<file path="config.mk">
export PLATFORM = sky130hd
export DESIGN_NAME = refcounted_entry_cache_top
export DESIGN_NICKNAME = d
export VERILOG_FILES = /design/src/sv/rec_pkg.sv /design/src/sv/refcounted_entry_cache_top.sv /design/src/sv/rec_table.sv
export VERILOG_INCLUDE_DIRS = /design/src /design/src/sv
export SDC_FILE = /design/constraint.sdc
export NUM_CORES = 2
export LEC_CHECK = 0
export CORE_ASPECT_RATIO = 1.1
export CORE_MARGIN = 2
export CORE_UTILIZATION = 35
export DETAILED_ROUTE_END_ITERATION = 16
export DONT_BUFFER_PORTS = 1
export GPL_TIMING_DRIVEN = 0
export PLACE_DENSITY_LB_ADDON = 0.25
export SLEW_MARGIN = 15
export SYNTH_ARGS = -nofsm -noshare
export SYNTH_HDL_FRONTEND = slang
export SYNTH_SLANG_ARGS = --single-unit
</file>
<file path="constraint.sdc">
create_clock -name clk -period 8.7 [get_ports clk]
set_input_delay 0.435 -clock clk [delete_from_list [all_inputs] [get_ports clk]]
set_output_delay 0.435 -clock clk [all_outputs]
set_load 0.01 [all_outputs]
</file>
<file path="src/sv/refcounted_entry_cache_top_defines.svh">
// assertion macros for the entry cache
`ifndef REFCOUNTED_ENTRY_CACHE_TOP_DEFINES_SVH
`define REFCOUNTED_ENTRY_CACHE_TOP_DEFINES_SVH
`ifndef SYNTHESIS
`define REC_ASSERT_IMP(label, clk, rst, a, c, msg) \
  label: assert property (@(posedge clk) disable iff (rst) (a) |-> (c)) else $error(msg);
`define REC_ASSERT_NEXT(label, clk, rst, a, c, msg) \
  label: assert property (@(posedge clk) disable iff (rst) (a) |=> (c)) else $error(msg);
`else
`define REC_ASSERT_IMP(label, clk, rst, a, c, msg)
`define REC_ASSERT_NEXT(label, clk, rst, a, c, msg)
`endif
`endif

</file>
<file path="src/sv/rec_pkg.sv">
`timescale 1ns / 1ps
package rec_pkg;
  localparam int unsigned ENTRIES_DEF = 64;
  localparam int unsigned DEVICE_BITS_DEF = 8;
  localparam int unsigned SLOT_BITS = 6;
  localparam int unsigned OBJ_BITS = 32;
  localparam int unsigned HOLD_BITS = 16;
  localparam logic [HOLD_BITS-1:0] HOLD_MAX = '1;

  typedef enum logic [2:0] {
    K_ACQUIRE = 3'd0, K_RELEASE = 3'd1, K_FORCE = 3'd2, K_SET = 3'd3,
    K_CLEAR = 3'd4, K_RELDEV = 3'd5, K_FLUSH = 3'd6, K_FLUSH_ALL = 3'd7
  } kind_t;

  typedef enum logic [3:0] {
    ST_HIT = 4'd0, ST_NEW_EMPTY = 4'd1, ST_NEW_REPLACED = 4'd2, ST_ZERO_KEY = 4'd3,
    ST_FULL = 4'd4, ST_MOUNT = 4'd5, ST_UNDERFLOW = 4'd6, ST_NONE = 4'd7,
    ST_SATURATED = 4'd8
  } status_t;

  localparam int unsigned M_DIRTY = 0;
  localparam int unsigned M_DELETE = 1;
  localparam int unsigned M_MOUNT = 2;
  localparam int unsigned M_CUSTOM = 3;

  typedef struct packed {
    status_t                status;
    logic [SLOT_BITS-1:0]   slot;
    logic                   wb;
    logic                   fr;
    logic [HOLD_BITS-1:0]   holders;
    logic                   last;
  } result_t;
endpackage

</file>
<file path="src/sv/refcounted_entry_cache_top.sv">
`timescale 1ns / 1ps
// Reference-counted lookup cache over ENTRIES entries held in one single-port-read
// synchronous memory. After reset a clearing pass zeroes every entry before the
// first request is taken. Acquire scans the table for the key and, if it is not
// found, again for a free entry, at one entry per cycle. Release device and flush
// all scan once (read, then update each entry), stalling while a held result
// cannot move to the output; each found result is held back until the next one
// is found so the final one can carry last. Results are registered and held
// until taken, and a new request is taken only once the previous one has finished.
`include "refcounted_entry_cache_top_defines.svh"
module refcounted_entry_cache_top import rec_pkg::*; #(
  parameter int unsigned ENTRIES = ENTRIES_DEF,
  parameter int unsigned DEVICE_BITS = DEVICE_BITS_DEF
) (
  input  logic        clk,
  input  logic        rst,
  input  logic        s_tvalid,
  output logic        s_tready,
  input  logic [55:0] s_tdata,  // kind[2:0] device[10:3] object_number[42:11] slot[48:43]
                                // mark_bits[52:49]
  output logic        m_tvalid,
  input  logic        m_tready,
  output logic [31:0] m_tdata,  // status[3:0] slot_out[9:4] write_back[10] free_object[11]
                                // holders[27:12]
  output logic        m_tlast
);
  localparam int unsigned AW = $clog2(ENTRIES);
  localparam int unsigned W = DEVICE_BITS + OBJ_BITS + HOLD_BITS + 4;
  localparam int unsigned CW = AW + 1;

  typedef enum logic [8:0] {
    S_CLR  = 9'b000000001, S_IDLE = 9'b000000010, S_RD   = 9'b000000100,
    S_ONE  = 9'b000001000, S_LOOK = 9'b000010000, S_FREE = 9'b000100000,
    S_SCAN = 9'b001000000, S_OUT  = 9'b010000000, S_NEWW = 9'b100000000
  } state_t;

  typedef struct packed {
    logic [DEVICE_BITS-1:0] dev;
    logic [OBJ_BITS-1:0]    obj;
    logic [HOLD_BITS-1:0]   hold;
    logic [3:0]             marks;
  } entry_t;

  state_t state;
  kind_t kind;
  logic [DEVICE_BITS-1:0] dev;
  logic [OBJ_BITS-1:0] obj;
  logic [SLOT_BITS-1:0] slot;
  logic [3:0] bits;
  logic [CW-1:0] idx;       // address being read
  logic rd_valid;           // memory data for rd_addr arrives
  logic [AW-1:0] rd_addr;
  logic have_empty, have_victim;
  logic [AW-1:0] empty_i, victim_i;
  logic we;
  logic [AW-1:0] waddr;
  entry_t wdata, rdata;
  logic [W-1:0] rdata_raw;
  result_t res;
  result_t pend;
  logic out_full;
  logic scan_pend;          // a scan result is held in pend

  rec_table #(.ENTRIES(ENTRIES), .DEVICE_BITS(DEVICE_BITS)) u_table (
    .clk(clk), .we(we), .waddr(waddr), .wdata(wdata),
    .raddr(idx[AW-1:0]), .rdata(rdata_raw)
  );
  assign rdata = entry_t'(rdata_raw);

  assign s_tready = (state == S_IDLE) && !out_full;
  assign m_tvalid = out_full;
  assign m_tdata = {4'd0, res.holders, res.fr, res.wb, res.slot, res.status};
  assign m_tlast = res.last;

  // drop/force step on entry ei at address a; a mountpoint blocks it only when chk_mount is set (force, release device)
  function automatic void force_step(input entry_t ei, input logic [AW-1:0] a,
                                     input logic chk_mount,
                                     output entry_t eo, output result_t r);
    eo = ei;
    r = '{status: ST_HIT, slot: SLOT_BITS'(a), wb: 1'b0, fr: 1'b0, holders: '0,
          last: 1'b0};
    if (chk_mount && ei.marks[M_MOUNT]) begin
      r.status = ST_MOUNT;
      r.holders = ei.hold;
    end else begin
      eo.hold = '0;
      if (ei.marks[M_CUSTOM] || ei.marks[M_DELETE]) begin
        eo = '0;
        eo.dev = ei.dev;
        r.fr = 1'b1;
      end else if (ei.marks[M_DIRTY]) begin
        eo.marks[M_DIRTY] = 1'b0;
        r.wb = 1'b1;
      end
    end
  endfunction

  always_ff @(posedge clk) begin
    entry_t e;
    entry_t eo;
    result_t r;
    logic [AW-1:0] a;
    logic take;
    logic of_n;
    logic we_n;
    of_n = out_full && !(m_tvalid && m_tready);
    we_n = 1'b0;
    if (rst) begin
      state <= S_CLR;
      idx <= '0;
      out_full <= 1'b0;
      scan_pend <= 1'b0;
      rd_valid <= 1'b0;
      we <= 1'b0;
    end else begin
      a = rd_addr;
      unique case (state)
        S_CLR: begin
          we_n = 1'b1;
          waddr <= idx[AW-1:0];
          wdata <= '0;
          if (idx == CW'(ENTRIES - 1)) begin
            state <= S_IDLE;
            idx <= '0;
          end else idx <= idx + 1'b1;
        end
        S_IDLE: begin
          if (s_tvalid && s_tready) begin
            kind <= kind_t'(s_tdata[2:0]);
            dev <= DEVICE_BITS'(s_tdata[10:3]);
            obj <= s_tdata[42:11];
            slot <= s_tdata[48:43];
            bits <= s_tdata[52:49];
            have_empty <= 1'b0;
            have_victim <= 1'b0;
            rd_valid <= 1'b0;
            unique case (kind_t'(s_tdata[2:0]))
              K_ACQUIRE: begin
                if (s_tdata[42:11] == '0) begin
                  res <= '{status: ST_ZERO_KEY, slot: '0, wb: 1'b0, fr: 1'b0,
                           holders: '0, last: 1'b1};
                  of_n = 1'b1;
                end else begin
                  idx <= '0;
                  state <= S_LOOK;
                end
              end
              K_RELDEV, K_FLUSH_ALL: begin
                idx <= '0;
                state <= S_SCAN;
              end
              default: begin
                if (32'(s_tdata[48:43]) >= ENTRIES) begin
                  res <= '{status: ST_NONE, slot: s_tdata[48:43], wb: 1'b0, fr: 1'b0,
                           holders: '0, last: 1'b1};
                  of_n = 1'b1;
                end else begin
                  idx <= CW'(s_tdata[48:43]);
                  state <= S_RD;
                end
              end
            endcase
          end
        end
        S_RD: state <= S_ONE;
        S_ONE: begin
          e = rdata;
          a = idx[AW-1:0];
          eo = e;
          r = '{status: ST_HIT, slot: slot, wb: 1'b0, fr: 1'b0, holders: e.hold,
                last: 1'b1};
          if (e.obj == '0) begin
            r.status = ST_NONE;
            r.holders = '0;
          end else begin
            unique case (kind)
              K_RELEASE: begin
                if (e.hold == '0) r.status = ST_UNDERFLOW;
                else if (e.hold == HOLD_BITS'(1)) begin
                  force_step(e, a, 1'b0, eo, r);
                  r.last = 1'b1;
                end else begin
                  eo.hold = e.hold - 1'b1;
                  r.holders = eo.hold;
                end
              end
              K_FORCE: begin
                force_step(e, a, 1'b1, eo, r);
                r.last = 1'b1;
              end
              K_SET: eo.marks = e.marks | bits;
              K_CLEAR: eo.marks = e.marks & ~bits;
              default: begin
                r.wb = e.marks[M_DIRTY];
                eo.marks[M_DIRTY] = 1'b0;
              end
            endcase
          end
          we_n = 1'b1;
          waddr <= a;
          wdata <= eo;
          res <= r;
          of_n = 1'b1;
          state <= S_IDLE;
        end
        S_LOOK: begin
          // lookup pass: address idx issued, data for rd_addr (a) valid when rd_valid
          if (rd_valid && rdata.obj != '0 && rdata.obj == obj && rdata.dev == dev) begin
            eo = rdata;
            r = '{status: ST_HIT, slot: SLOT_BITS'(a), wb: 1'b0, fr: 1'b0,
                  holders: rdata.hold, last: 1'b1};
            if (rdata.hold == HOLD_MAX) r.status = ST_SATURATED;
            else begin
              eo.hold = rdata.hold + 1'b1;
              r.holders = eo.hold;
            end
            we_n = 1'b1;
            waddr <= a;
            wdata <= eo;
            res <= r;
            of_n = 1'b1;
            rd_valid <= 1'b0;
            state <= S_IDLE;
          end else if (rd_valid && a == AW'(ENTRIES - 1)) begin
            idx <= '0;
            rd_valid <= 1'b0;
            state <= S_FREE;
          end else begin
            rd_addr <= idx[AW-1:0];
            rd_valid <= 1'b1;
            if (idx != CW'(ENTRIES - 1)) idx <= idx + 1'b1;
          end
        end
        S_FREE: begin
          if (rd_valid) begin
            if (rdata.obj == '0) begin
              if (!have_empty) begin
                have_empty <= 1'b1;
                empty_i <= a;
              end
            end else if (rdata.hold == '0) begin
              have_victim <= 1'b1;
              victim_i <= a;
            end
          end
          if (rd_valid && a == AW'(ENTRIES - 1)) begin
            rd_valid <= 1'b0;
            state <= S_NEWW;
          end else begin
            rd_addr <= idx[AW-1:0];
            rd_valid <= 1'b1;
            if (idx != CW'(ENTRIES - 1)) idx <= idx + 1'b1;
          end
        end
        S_NEWW: begin
          r = '{status: ST_FULL, slot: '0, wb: 1'b0, fr: 1'b0, holders: '0, last: 1'b1};
          if (have_empty || have_victim) begin
            a = have_empty ? empty_i : victim_i;
            r.status = have_empty ? ST_NEW_EMPTY : ST_NEW_REPLACED;
            r.slot = SLOT_BITS'(a);
            r.holders = HOLD_BITS'(1);
            we_n = 1'b1;
            waddr <= a;
            wdata <= '{dev: dev, obj: obj, hold: HOLD_BITS'(1), marks: 4'd0};
          end
          res <= r;
          of_n = 1'b1;
          state <= S_IDLE;
        end
        S_SCAN: begin
          // read, then update; stall while a held result cannot move to the output
          if (rd_valid) begin
            e = rdata;
            eo = e;
            take = 1'b0;
            r = '{status: ST_HIT, slot: SLOT_BITS'(a), wb: 1'b1, fr: 1'b0,
                  holders: e.hold, last: 1'b0};
            if (e.obj != '0) begin
              if (kind == K_RELDEV) begin
                if (e.dev == dev) begin
                  take = 1'b1;
                  force_step(e, a, 1'b1, eo, r);
                end
              end else if (e.marks[M_DIRTY]) begin
                take = 1'b1;
                eo.marks[M_DIRTY] = 1'b0;
              end
            end
            if (!(take && scan_pend && of_n)) begin
              if (take) begin
                we_n = 1'b1;
                waddr <= a;
                wdata <= eo;
                if (scan_pend) begin
                  res <= pend;
                  of_n = 1'b1;
                end
                pend <= r;
                scan_pend <= 1'b1;
              end
              rd_valid <= 1'b0;
              if (a == AW'(ENTRIES - 1)) state <= S_OUT;
              else idx <= idx + 1'b1;
            end
          end else begin
            rd_addr <= idx[AW-1:0];
            rd_valid <= 1'b1;
          end
        end
        S_OUT: begin
          // the held result goes out last, or none when nothing was found
          if (!of_n) begin
            if (scan_pend) begin
              r = pend;
              r.last = 1'b1;
              res <= r;
            end else begin
              res <= '{status: ST_NONE, slot: '0, wb: 1'b0, fr: 1'b0, holders: '0,
                       last: 1'b1};
            end
            of_n = 1'b1;
            scan_pend <= 1'b0;
            state <= S_IDLE;
          end
        end
        default: state <= S_IDLE;
      endcase
      out_full <= of_n;
      we <= we_n;
    end
  end

  `REC_ASSERT_IMP(a_idle_ready, clk, rst, s_tready, state == S_IDLE, "ready outside idle")
  `REC_ASSERT_NEXT(a_accept_busy, clk, rst, s_tvalid && s_tready, !s_tready,
                   "second request taken at once")
  `REC_ASSERT_IMP(a_write_in_range, clk, rst, we, 32'(waddr) < ENTRIES,
                  "table write out of range")
endmodule

</file>
<file path="src/sv/rec_table.sv">
`timescale 1ns / 1ps
// entry store: one write port, one registered read port
module rec_table import rec_pkg::*; #(
  parameter int unsigned ENTRIES = ENTRIES_DEF,
  parameter int unsigned DEVICE_BITS = DEVICE_BITS_DEF,
  localparam int unsigned AW = $clog2(ENTRIES),
  localparam int unsigned W = DEVICE_BITS + OBJ_BITS + HOLD_BITS + 4
) (
  input  logic          clk,
  input  logic          we,
  input  logic [AW-1:0] waddr,
  input  logic [W-1:0]  wdata,
  input  logic [AW-1:0] raddr,
  output logic [W-1:0]  rdata
);
  logic [W-1:0] mem [ENTRIES];

  always_ff @(posedge clk) begin
    if (we) mem[waddr] <= wdata;
    rdata <= mem[raddr];
  end
endmodule

</file>
==> flow_metrics.tcl <==
set metrics [dict create \
    wire_per_inst_um 34.55 \
    register_area_um2 122700 \
    finalPower_mw 40.82 \
    ys_seq_area_share_pct 78.08 \
    synth.cell_area_um2 157200 \
    final_util_pct 41.89 \
    place_inst 12927 \
    io_buffers 0 \
    route.met2.wl_mm 226.0 \
    critPathLaunch "idx[1]" \
    rr_endpoint "u_table.rdata[40]" \
    antenna_found_initial 28 \
    final_nets 7504 \
    cts_num_sinks 4113 \
    maxCapViolations 0 \
    hold_class "in2reg" \
    ff2ff_path_depth 8 \
    gp_congestion 0.8639 \
    cts_max_level 5 \
    p_clk_share_pct 44.0 \
    core_area_um2 448100 \
    min_from "s_tdata[39]" \
    drt_pass1_iterations 8 \
    cts_resized 0 \
    holdWs_ns 0.07953 \
    cts_tree "done" \
    critPathRequiredTime_ns 9.49 \
    fillers 38552 \
    rrSetupSlack_ns 2.56 \
    p_leak_nw 49.28 \
    path_clk_slew_ns 0.07 \
    crit_type "reg2reg" \
    top_layer_used "met5" \
    ir_drop_mv 0.1733 \
    worstMarginPinSlew_ns 1.234 \
    die_area_um2 454400 \
    m1WireLength_mm 192.8 \
    drc 0 \
    post_cts_buffers 0 \
    gr-total-overflow 0 \
    drive_gt1_share_pct 32.25 \
    die_w_um 642.9 \
    rsz0062_at_grt "false" \
    grt_usage_pct 20.60 \
    numCtsBuffers 422 \
    reg2reg_from "idx[1]" \
    clock.fmax_ghz 0.1630 \
    pin_count 95 \
    ys_async_sr_fraction_pct 0 \
    setup_viol 0 \
    skew_ns 0.05948 \
    synthCells 6530 \
    vias 77777 \
    slew_violations 0 \
    hpwlAfterDp_mm 334.2 \
    synth.avg_cell_area_um2 24.07 \
    core.rowCount 258 \
    synthFlopType "edfxtp_1" \
    die_h_um 706.8 \
    layout.cells.non_filler 13777 \
    multi_input_area_um2 33580 \
    via_per_inst 5.645 \
    p_switching_mw 8.575 \
    p_seq_share_pct 53.0 \
    cp-end-kind "flop" \
    synth-seq-cells 4113 \
    yosysWarningCount 0 \
    switching_share_pct 21.01 \
    met3WireLength_mm 42.76 \
    final-hold-violation-count 0 \
    combPwrFrac_pct 3.1 \
    wl_mm 476.0 \
    min_period_over_period_pct 70.53 \
    yosysUniqueCellTypes 76 \
    area_delta_synth_final_pct 19.44 \
    insertion_delay_ns 1.01 \
    start_util_pct 35.08 \
    root_buffer "clkbuf_16" \
    drt_iter0_markers 11342 \
    cellInternalPower_mw 32.24 \
    critPathMaxFanout 10 \
    cts_buffer_depth 4 \
    min_period_ns 6.136 \
    cp-endpoint "u_table.rdata[40]" \
    grt_max_degree 41 \
    drt.antenna.violating_nets 0 \
    power.density_nw_per_um2 217.4 \
    grt_pass1_wl_mm 647.4 \
    synth_edf_count 4033 \
    slew_headroom_pct 15.37 \
    cp-start-kind "flop" \
    grt_pass1_vias 77565 \
    status "complete, no violations" \
    cp.arrival_ns 6.93 \
]
placed cells by master, fill, tap and decap left out, types with 10 or more instances in the layout:
cell type / count
edfxtp_1: 4033
mux4_2: 1238
clkbuf_16: 425
clkbuf_1: 267
buf_12: 187
nand2_1: 124
buf_8: 102
buf_16: 94
clkinv_1: 83
clkinv_2: 82
clkbuf_2: 81
dfxtp_1: 80
dlygate4sd3_1: 66
nor2_1: 64
nor2_4: 63
buf_2: 59
xor2_1: 44
a21oi_1: 43
a22o_1: 43
buf_1: 37
o21ai_0: 36
bufinv_16: 35
o21ai_1: 31
mux2i_1: 30
nor4_1: 29
nor2b_1: 28
mux2_2: 28
buf_4: 25
nand3_1: 24
a21o_1: 19
clkbuf_8: 19
nor3_1: 18
nand4_1: 18
a31oi_1: 11
inv_1: 10
nand2b_1: 10
o22ai_1: 10
a22oi_1: 10
synth_stat cells (18+ instances only):
cell	count	area share, %
o21ai_1	31	0.099
dfxtp_1	80	1.0
xor2_1	44	0.25
nor2b_1	28	0.11
nand2_1	124	0.30
nor4_1	30	0.12
a21oi_1	43	0.14
nor3_1	20	0.064
mux4_2	1238	18
edfxtp_1	4033	77
nand3_1	24	0.076
o21ai_0	36	0.11
mux2_2	28	0.20
nand4_1	18	0.072
a22o_1	43	0.24
buf_1	67	0.16
buf_2	36	0.11
mux2i_1	30	0.19
nor2_1	128	0.31
clkbuf_1	240	0.57
a21o_1	19	0.091
layer usage:
metal | up-vias | global-route usage, %
li1 | 30169 | -
met1 | 42894 | 28.63
met2 | 4003 | 33.07
met3 | 707 | 4.210
met4 | 4 | 5.671
met5 | - | 0
stage by stage:
stage / area, µm² / worst slack, ns / TNS [ns]
2_1_floorplan: 157200 / 3.109 / 0
5_1_grt: 187700 / 2.505 / 0
3_5_place_dp: 173400 / 2.602 / 0
6_report: 187700 / 2.564 / 0
3_3_place_gp: 164700 / -3.749 / -1043.03
4_1_cts: 187600 / 2.559 / 0
critical path: stages, from the launching register on:
cell      delay (ns)
dfxtp_1         0.50
clkbuf_1        0.96
clkbuf_2        0.69
buf_1           0.88
clkbuf_1        0.77
mux4_2          0.41
mux4_2          0.51
mux2i_1         0.81
o21ai_1         0.34
cell type report:
class | count | share of cell area, %
well taps | 5980 | 3.986
plain buffers | 349 | 0.8005
inverters | 13 | 0.02600
repair buffers | 481 | 4.681
multi-input cells | 2058 | 17.89
diodes | 7 | 0.009332
flip-flops and latches | 4113 | 65.37
clock buffers | 541 | 5.999
clock inverters | 235 | 1.237
what timing repair did:
item / CTS / global route
hold buffers: 66 / 0
hold endpoints to repair: 67 / 0
setup endpoints to repair: 0 / 0
kinds of logic (layout without fill, tap and decap cells):
group	count (synthesis)	count (layout)	synth area share, %
AOI/OAI and AO/OA	259	259	1.143
xor gates and xnor gates	52	52	0.2898
adders and majority gates	6	6	0.04777
buffers and inverters	362	1619	0.9076
DFF	4113	4113	78.08
muxes	1296	1296	18.13
other	1	11	0.002386
and+or+nand+nor	441	441	1.399
power groups by stage:
stage          combinational (mW)  sequential, mW  clock (mW)
2_1_floorplan               0.708            22.0           0
3_3_place_gp                 1.16            22.1           0
3_5_place_dp                 1.24            22.0           0
4_1_cts                      1.27            21.6        18.2
5_1_grt                      1.31            21.6        18.9
6_report                     1.26            21.6        17.9
worst min-delay path by stage:
stage / slack, ns / cells past startpoint / endpoint
after detailed placement: 0.42 / 0 / rd_addr[5]
after global placement: 0.42 / 0 / rd_addr[5]
after global routing: 0.05 / 1 / obj[27]
final: 0.08 / 1 / obj[28]
after floorplan: 0.41 / 0 / rd_addr[4]
after CTS: 0.0001 / 1 / obj[27]
state kept, by name (all words and copies together), names as in the netlist, 3 cells and up:
| name | cells |
|---|---|
| u_table.rdata | 60 |
| dev | 8 |
| m_tdata | 28 |
| slot | 6 |
| wdata | 60 |
| state | 9 |
| bits | 4 |
| waddr | 6 |
| rd_addr | 6 |
| empty_i | 6 |
| obj | 32 |
| idx | 7 |
| victim_i | 6 |
| u_table.mem | 3840 |
| kind | 3 |
| pend | 25 |
(Power assumes the default switching activity.)
